[config.mk]
export PLATFORM = sky130hd
export DESIGN_NAME = mse_front
export DESIGN_NICKNAME = d
export VERILOG_FILES = /design/src/rtl/mse_pkg.sv /design/src/rtl/mse_front.sv
export SDC_FILE = /design/constraint.sdc
export NUM_CORES = 1
export LEC_CHECK = 0
export BUFFER_PORTS_ARGS = -buffer_cell sky130_fd_sc_hd__buf_2
export CAP_MARGIN = 25
export CORE_UTILIZATION = 52
export CTS_BUF_LIST = sky130_fd_sc_hd__clkbuf_8 sky130_fd_sc_hd__clkbuf_16
export CTS_CLUSTER_SIZE = 28
export DETAILED_ROUTE_END_ITERATION = 10
export PLACE_DENSITY = 0.79
export SLEW_MARGIN = 20
export SYNTH_ARGS = -nofsm -noshare
export SYNTH_HDL_FRONTEND = slang
export SYNTH_SLANG_ARGS = --single-unit
[constraint.sdc]
create_clock -name clk_i -period 3.5 [get_ports clk_i]
set_input_delay 0.35 -clock clk_i [delete_from_list [all_inputs] [get_ports clk_i]]
set_output_delay 0.35 -clock clk_i [all_outputs]
set_load 0.01 [all_outputs]
[src/rtl/mse_pkg.sv]
package mse_pkg;

  localparam int STACK_DEPTH = 32;
  localparam int PARAM_DEPTH = 16;
  localparam int FRAC_BITS   = 16;

  localparam int SP_W  = $clog2(STACK_DEPTH + 1);
  localparam int SA_W  = $clog2(STACK_DEPTH);
  localparam int PA_W  = (PARAM_DEPTH > 1) ? $clog2(PARAM_DEPTH) : 1;
  localparam int DIV_W = 32 + FRAC_BITS;

  typedef enum logic [3:0] {
    CMD_NOP         = 4'd0,
    CMD_PUSH        = 4'd1,
    CMD_PUSH_PARAM  = 4'd2,
    CMD_ADD         = 4'd3,
    CMD_SUB         = 4'd4,
    CMD_MUL         = 4'd5,
    CMD_DIV         = 4'd6,
    CMD_PRIMITIVE   = 4'd7,
    CMD_WRITE_PARAM = 4'd8
  } cmd_e;

  typedef struct packed {
    logic [3:0]         cmd;
    logic signed [31:0] operand;
    logic [7:0]         index;
    logic               begin_req;
  } in_item_t;

  typedef struct packed {
    logic [7:0]         prim_code;
    logic [4:0]         entry_index;
    logic signed [31:0] entry_value;
    logic [5:0]         entry_count;
    logic               last;
    logic               known_prim;
    logic               all_known;
    logic               fault;
  } out_item_t;

  // Instruction as classified by the front part.
  typedef struct packed {
    in_item_t item;
    logic     known;
    logic     param_ok;
  } op_t;

endpackage

[src/rtl/mse_front.sv]
module mse_front
  import mse_pkg::*;
(
  input  logic     clk_i,
  input  logic     rst_ni,
  input  logic     in_valid_i,
  output logic     in_stall_o,
  input  in_item_t in_item_i,
  output logic     op_valid_o,
  input  logic     op_pop_i,
  output op_t      op_o
);

  op_t        ent_q [2];
  logic       wr_q, rd_q;
  logic [1:0] cnt_q;
  logic       push;
  op_t        cls;

  function automatic logic prim_known(input logic [7:0] c);
    return c == 8'd1 || c == 8'd2 || c == 8'd4 || c == 8'd5 || c == 8'd6 ||
           c == 8'd7 || c == 8'd20 || c == 8'd21 || c == 8'd22;
  endfunction

  always_comb begin
    cls.item     = in_item_i;
    cls.known    = prim_known(in_item_i.index);
    cls.param_ok = (in_item_i.index >= 8'd1) &&
                   ({1'b0, in_item_i.index} <= 9'(PARAM_DEPTH));
  end

  assign in_stall_o = (cnt_q == 2'd2);
  assign push       = in_valid_i && !in_stall_o;
  assign op_valid_o = (cnt_q != 2'd0);
  assign op_o       = ent_q[rd_q];

  always_ff @(posedge clk_i or negedge rst_ni) begin
    if (!rst_ni) begin
      wr_q  <= 1'b0;
      rd_q  <= 1'b0;
      cnt_q <= 2'd0;
    end else begin
      if (push) begin
        wr_q <= ~wr_q;
      end
      if (op_pop_i) begin
        rd_q <= ~rd_q;
      end
      cnt_q <= cnt_q + {1'b0, push} - {1'b0, op_pop_i};
    end
  end

  always_ff @(posedge clk_i) begin
    if (push) begin
      ent_q[wr_q] <= cls;
    end
  end

endmodule

==> results of run 1 <==
==> logic make-up (layout without fill, tap and decap cells) <==
logic type / after synthesis / count (layout)
DFF: 98 / 98
muxes: 47 / 47
and+or+nand+nor: 11 / 11
buffers and inverters: 7 / 120
xor gates and xnor gates: 5 / 5
adders and majority gates: 2 / 2
AOI/OAI and AO/OA: 2 / 2
==> worst reg2reg max path: cells and delay by family, from the launching register on <==
family	cells	cell delay [ps]
buffers and inverters	1	390
DFF	1	410
and+or+nand+nor	3	720
==> metrics by stage <==
step | cell area (µm²) | power (mW) | util (%)
6_report | 4576 | 3.644 | 66.61
5_1_grt | 4576 | 3.830 | 66.61
4_1_cts | 4576 | 3.694 | 66.61
3_5_place_dp | 4335 | 2.904 | 63.11
3_3_place_gp | 4315 | 2.866 | 62.82
2_1_floorplan | 3721 | 2.509 | -
==> where the power goes <==
part	switching (mW)	internal (mW)
logic	0.582	0.578
registers	0.0876	1.60
clock network	0.352	0.439
total	1.02	2.62
==> final timing paths <==
kind                                         start                     end
worst max register to register  cnt_q[1]$_DFF_PN0_  ent_q[0][44]$_DFFE_PP_
worst max-delay path              rd_q$_DFFE_PN0P_                op_o[46]
min in group asynchronous                   rst_ni      cnt_q[0]$_DFF_PN0_
worst min register to register  cnt_q[1]$_DFF_PN0_      cnt_q[1]$_DFF_PN0_
max in group asynchronous                   rst_ni        rd_q$_DFFE_PN0P_
worst min-delay path                 in_item_i[21]  ent_q[0][23]$_DFFE_PP_
==> per-layer routing <==
layer | wire, µm | global-route usage, % | part of all wire (%) | up-vias
met2 | 2845 | 26.55 | 49 | 78
met5 | 0 | 0 | 0 | -
met4 | 76 | 7.879 | 1.3 | 0
li1 | - | - | - | 883
met3 | 396 | 4.762 | 6.8 | 9
met1 | 2486 | 20.49 | 43 | 895
==> sequential cells by signal, indices dropped and copies added (netlist names) <==
name,cells
wr_q,1
cnt_q,2
ent_q,94
rd_q,1
==> area by class of cell <==
type                       count  area, µm²
multi-input combinational     67      755.7
clock inverter                 5      78.83
clock buffer                  11      151.4
fill                         488       2293
tap                           96      120.1
timing repair buffer         102      538.0
sequential                    98       2924
inverter                       2      7.507
==> timing repair <==
| item | CTS | global route |
|---|---|---|
| buffers inserted | 0 | 0 |
| hold buffers | 1 | 0 |
| endpoints found under the hold margin | 4 | 0 |
==> cells in the final DEF, fill, tap and decap left out, drive strengths merged, types with 3 or more instances in the layout <==
cell	Yosys	layout
buf	5	101
clkbuf	0	11
dfrtp	4	4
edfxtp	94	94
inv	2	3
mux2	47	47
nor2	3	3
xnor2	3	3
==> flow_results.org, run 1 <==
** Run status
- Result of the run :: finished clean

** Setup path
- Data arrival time of the critical path :: 1980 ps
- Slowest CP cell :: sky130_fd_sc_hd__buf_4
- Series of cell instances along the critical path :: buf_4, mux2_2, buf_2
- CP Data Required Time :: 3150 ps
- Counting cells, the worst reg-to-reg path comes to 4.
- The setup path with the least slack is of type reg -> out.
- The cell family contributing the most delay on the critical path is buffers and inverters.
- Counting both buffers and inverters, the worst setup path holds a total of 2.
- Type of element capturing the critical path :: output pin
- Critical path startpoint category :: flip-flop
- Largest stage delay on the critical path :: 560 ps
- In this run the number of cells on the critical path is 3.
- The setup check on the worst reg-to-reg path leaves a slack of 1670 ps.
- Highest net fanout along the worst path :: 40

** Logic synthesis
- Number of unique standard cell types used by synthesis :: 19
- Synth Flop Type :: sky130_fd_sc_hd__edfxtp_1
- Post-synthesis area per instance :: 21.63 µm²
- Area leader, netlist :: sky130_fd_sc_hd__edfxtp_1
- By count the netlist is led by sky130_fd_sc_hd__edfxtp_1, sky130_fd_sc_hd__mux2_2, sky130_fd_sc_hd__mux2_4.
- After technology mapping, the gate count stands at 172.
- The cell area that synthesis handed to floorplanning was 3721 µm².
- Proportion of netlist area held by the largest area contributor :: 75.86%
- Number of enable flip-flop cells after synthesis :: 94
- Of the total synthesized cell area, the portion taken by XOR and XNOR cells is 1.177%.
- Yosys printed 0 warnings.
- Proportion of synthesized area in mux cells :: 16.24%
- Post-synthesis simple-gate area fraction :: 1.547%
- Sequential element share of the synthesized area :: 78.55%
- Async set-or-reset flop fraction in the synthesized netlist :: 4.082%
- In the post-synthesis netlist, the cell with the most instances is sky130_fd_sc_hd__edfxtp_1.
- In this run, synthesis produced a sequential element count of 98.
- In the post-synthesis netlist, the biggest area contributors are sky130_fd_sc_hd__edfxtp_1, sky130_fd_sc_hd__mux2_2, sky130_fd_sc_hd__mux2_4.
- Fraction of the mapped netlist area in adder cells :: 0.6725%
- The synthesized netlist devotes 0.4371% of its cell area to compound gates.
- The number of nets handed over by synthesis was 223.
- Largest family of logic cells by synthesized area :: multiplexers

** Die
- From left edge to right edge, the die measures 86.59 µm.
- Total die area :: 7498 µm²
- Floorplan die height :: 86.59 µm
- The core region is 6869 µm².
- Number of top-level pins :: 98
- Placement row count :: 30
- Once the floorplan was initialized, standard cells occupied 54.17% of the core.

** STA
- Final worst clock skew :: 8.259 ps
- Unrepaired setup endpoints after global routing :: no
- Slew Limit Fails :: 0
- Transition time at the pin with the least slew margin :: 626.1 ps
- Setup violations remaining at the end of the flow were counted as 0.
- TNS Setup :: 0 ps
- Tcrit/Tclk final :: 66.50%
- Final hold analysis gives a worst-case slack of 190.5 ps.
- Derived from the worst setup path, the maximum achievable clock frequency is 0.4296 GHz.
- Across all setup checks in the final design, the least slack found is 1172 ps.
- Number of hold violations in the final report :: 0
- Measured against its own limit, the worst slew margin works out to 58.26%.
- Post-layout min period :: 2328 ps

** Clocking
- Clock-pin slew was measured on the worst setup and hold paths at 90 ps.
- Counting the buffers created by CTS gives 9.
- TritonCTS built the clock tree.
- Number of sinks driven by the clock tree :: 98
- Worst skew pair latency :: 340 ps
- In this run the deepest clock path goes through 2 buffers.
- Number of H-tree levels :: 3
- Root Buffer Master :: sky130_fd_sc_hd__clkbuf_8
- Count of cells resized by post-cts repair :: 0

** Power
- For this design the static power due to leakage is 1.794 nW.
- The worst-case IR drop observed on VDD is 0.4252 mV.
- Power per Cell Area :: 796.3 nW/µm²

** Drt
- In the final routed layout, each cell accounts on average for 15.23 µm.
- Routed via count divided by cell count :: 4.895
- The detail route stage leaves a number of antenna-violating nets equal to 0.
- For this block, the routed nets add up to 5.804 mm of wire.
- In the routed design, unresolved DRC markers number 0.
- For this block, the initial DRC count from the detailed router was 68.
- Number of iterations in the first detailed-routing pass :: 4
- The final route contains 1865 vias.

** Placement
- Routability-driven placement finished with a final weighted congestion of 0.6683.
- Setup WS pre-CTS :: 1520 ps
- Count of placed standard cells including taps :: 364
- Summed over all nets, the half-perimeter wirelength after detailed placement is 3.937 mm.
- During placement, the flow inserted port buffers numbering 97.

** Final layout
- Of the cells placed in the final design, the portion with a size suffix greater than 1 is 58.60%.
- Diodes inserted :: 0
- Layout area overhead :: 22.97%
- Total Nets Final :: 331
- Leaving out filler cells and counting taps, the final layout contains 381.

** Global route
- Overall overflow remaining after global route :: 0
- Wire length of the first global-routing pass :: 8.887 mm
- The initial antenna violation count was 0.
- Entering global routing, the biggest net connects 41 pins.
- Via count of the first global-routing pass :: 1887
- In the global route stage, overall resource usage came out at 16.41%.

** Worst hold path
- Cells on Worst Hold Path :: 1
- Hold Crit Class :: in -> reg

** Flow run
- The tool flagged a number of max-cap violations equal to 0.
Note: power is estimated with default switching activity, not from simulation.
==> run 2: changes to the inputs <==
CORE_UTILIZATION = 47   (was 52)
PLACE_DENSITY = 0.75   (was 0.79)
clock period = 2.1 ns   (was 3.5 ns; I/O delays follow)
==> run 2 against run 1 <==
Net effect:
- core utilization is 7.0 points lower
- sequential share of layout area is 0.052 points lower
- via count is 3.0% higher
- sequential cell count stayed put
- worst setup slack worse by 790 ps
- worst hold slack worse by 150 ps
- design area hardly changed
- largest cell class unchanged
- clock power is 47% higher
- critical endpoint is now op_o[6]
- register-to-register slack worse by 1200 ps
- sequential power is 65% higher
- critical path type unchanged
==> flow_results.org, run 2 (synthesized netlist as in run 1, its figures left out) <==
** Final layout
- Fill cells in the final layout number 633.
- Leaving out fill and tap cells, the most frequent cell in the layout is sky130_fd_sc_hd__buf_2.
- Diodes inserted :: 0
- Largest register by flop count :: ent_q
- Filler-free cell count of the finished design :: 388
- The register with the most flip-flops in the layout has 94 of them.
- For this run, the post-layout net count is 332.
- Share of cells above drive strength 1 :: 58.74%
- The area growth from synthesis to layout is 23.07%.
- The library cells used most frequently in the layout, excluding fill and tap cells, are sky130_fd_sc_hd__buf_2, sky130_fd_sc_hd__edfxtp_1, sky130_fd_sc_hd__mux2_2, sky130_fd_sc_hd__mux2_4, sky130_fd_sc_hd__clkbuf_8.
- Biggest registers after layout :: ent_q x94, cnt_q x2

** STA
- Setup violations remaining at the end of the flow were counted as 0.
- Setup repair after global routing left no endpoint under its margin.
- TNS Setup :: 0 ps
- At the pin with the least slew margin, the transition time is 352.7 ps.
- Headroom to the max-slew limit came out at 76.49%.
- Number of hold violations in the final report :: 0
- Achievable frequency :: 0.5806 GHz
- Tcrit/Tclk final :: 82.02%
- Post-layout min period :: 1722 ps
- Across the routed clock network, the largest skew measured is 3.999 ps.
- Slew Limit Fails :: 0

** Setup path
- Count of buffer and inverter cells on the critical path :: 2
- The worst setup path is captured at an output pin.
- Of all nets on the critical path, the largest fanout is 34.
- On the worst path, the slowest cell contributes a delay of 390 ps.
- Worst-case register-to-register setup slack :: 520 ps
- The worst register-to-register path ends at cnt_q[1]$_DFF_PN0_.
- CP Data Required Time :: 1890 ps
- In this run the number of cells on the critical path is 3.
- Kind of critical path :: reg -> out
- Launching instance or port of the critical path :: rd_q$_DFFE_PN0P_
- Destination of the critical timing path :: op_o[6]
- Reg2reg path depth :: 7
- Slowest CP cell :: sky130_fd_sc_hd__dfrtp_2
- Data arrival time of the critical path :: 1510 ps
- Critical path startpoint category :: flip-flop
- Family with the most delay on the worst path :: flip-flops
- Series of cell instances along the critical path :: buf_12, mux2_2, buf_2
- The worst register-to-register path begins at cnt_q[0]$_DFF_PN0_.

** Global route
- Met2 track demand over resource :: 25.06%
- Global routing consumed, on the met1 layer, 16.21% of the routing resources.
- Global routing consumed, on the met3 layer, 5.025% of the routing resources.
- The first global-routing pass estimated 9.004 mm of wire.
- Global routing finished with a remaining overflow of 0.
- The number of global-route vias before repair was 1924.
- Number of antenna violations at the first check in global routing :: 0
- After global routing, the most crowded layer is met2.
- Largest net degree at the start of global routing :: 36
- Global routing used 14.66% of the available tracks across all layers.

** Placement
- Port Buf Inserts :: 97
- Gp weighted congestion :: 0.6845
- Count of placed standard cells including taps :: 371
- Final HPWL from detailed placement :: 3.845 mm

** Die
- For this configuration, the core starts out at a cell density of 48.40%.
- Placement row count :: 32
- Floorplan die height :: 90.98 µm
- The core region is 7687 µm².
- From left edge to right edge, the die measures 90.98 µm.
- Number of top-level pins :: 98
- Total die area :: 8277 µm²

** Drt
- The first TritonRoute pass finished after 4 iterations.
- Routed via count divided by cell count :: 4.951
- The detail route stage leaves a number of antenna-violating nets equal to 0.
- DRC violation total after the first TritonRoute iteration :: 49
- Vias :: 1921
- DRC violations left :: 0
- In the final routed layout, each cell accounts on average for 14.84 µm.
- The final layout contains routed wiring with a total length of 5.756 mm.

** Clocking
- TritonCTS clock tree :: built
- Root Buffer Master :: sky130_fd_sc_hd__clkbuf_8
- In this run the deepest clock path goes through 2 buffers.
- TritonCTS created 9 clock buffers.
- Clock-pin slew was measured on the worst setup and hold paths at 90 ps.
- Clock latency on the worst-skew pair, taken at its later pin, is 350 ps.
- Count of cells resized by post-cts repair :: 0
- Clock tree synthesis found a total of 98 sinks.
- Number of H-tree levels :: 3

** Worst hold path
- Hold Crit Class :: in -> reg
- Beginning of the worst hold path :: in_item_i[41]

** Power
- Clock power share :: 19.4%
- Sequential power share :: 46.7%
- Internal power comes to 4.238 mW.
- Net switching is 29.20% of the power.
- Power per Cell Area :: 1307 nW/µm²
- Logic gate share of total power :: 34.0%
- In this run the power spent charging and discharging nets is 1.747 mW.
- Worst supply voltage drop on vdd :: 0.8031 mV
- Static Leak :: 1.787 nW

** Flow run
- Max-cap violations in this run came to 0.

** Run status
- The flow ran to the end, and the final reports show no timing, DRC or antenna violations.
run 2: layout make-up:
type                    count  area, µm²  area share (%)
clock buffers               9      123.9           2.705
well taps                 102      127.6           2.787
repair buffers            103      570.5           12.46
flip-flops and latches     98       2924           63.85
clock inverters             7      70.07           1.530
multi-input cells          67      755.7           16.50
inverters                   2      7.507          0.1639
run 2: power by group through the flow:
stage | clock, mW | sequential [mW] | combinational (mW)
floorplan | 0 | 2.81 | 1.37
global placement | 0 | 2.81 | 2.05
detailed placement | 0 | 2.84 | 2.07
CTS | 1.19 | 2.80 | 2.08
global route | 1.26 | 2.84 | 2.17
finish | 1.16 | 2.79 | 2.03
run 2: through the flow:
step	cell area (µm²)	hold slack, ps	power [mW]	worst slack [ps]	utilization, %
2_1_floorplan	3729	-85.59	4.181	26.92	-
3_3_place_gp	4375	23.50	4.860	576.6	56.92
3_5_place_dp	4375	21.90	4.911	529.5	56.92
4_1_cts	4579	21.84	6.066	356.8	59.57
5_1_grt	4579	13.85	6.276	315.2	59.57
6_report	4579	41.07	5.985	377.6	59.57
run 2: worst min path at each step:
stage                                   endpoint  slack (ps)  cells after the start
after floorplan               cnt_q[0]$_DFF_PN0_         -90                      0
after global placement          wr_q$_DFFE_PN0P_          20                      1
after detailed placement      cnt_q[0]$_DFF_PN0_          20                      1
after CTS                 ent_q[0][43]$_DFFE_PP_          20                      1
after global routing      ent_q[0][43]$_DFFE_PP_          10                      1
final                     ent_q[0][43]$_DFFE_PP_          40                      1
run 2: repair_timing:
action                                 in CTS  in global routing
endpoints found under the hold margin       4                  0
hold buffers                                1                  0
setup buffers                               0                  0
run 2: per-layer routing:
metal	vias up	wire, µm
met5	-	0
met4	0	95
met3	10	389
met2	68	2877
met1	954	2393
li1	889	-
run 2: worst reg2reg max path: stages (launching register included):
cell,delay [ps]
sky130_fd_sc_hd__dfrtp_1,380
sky130_fd_sc_hd__nand2b_1,140
sky130_fd_sc_hd__nand2_1,140
sky130_fd_sc_hd__ha_1,310
sky130_fd_sc_hd__inv_1,40
sky130_fd_sc_hd__ha_1,180
sky130_fd_sc_hd__xnor2_1,170
sky130_fd_sc_hd__xnor2_1,140
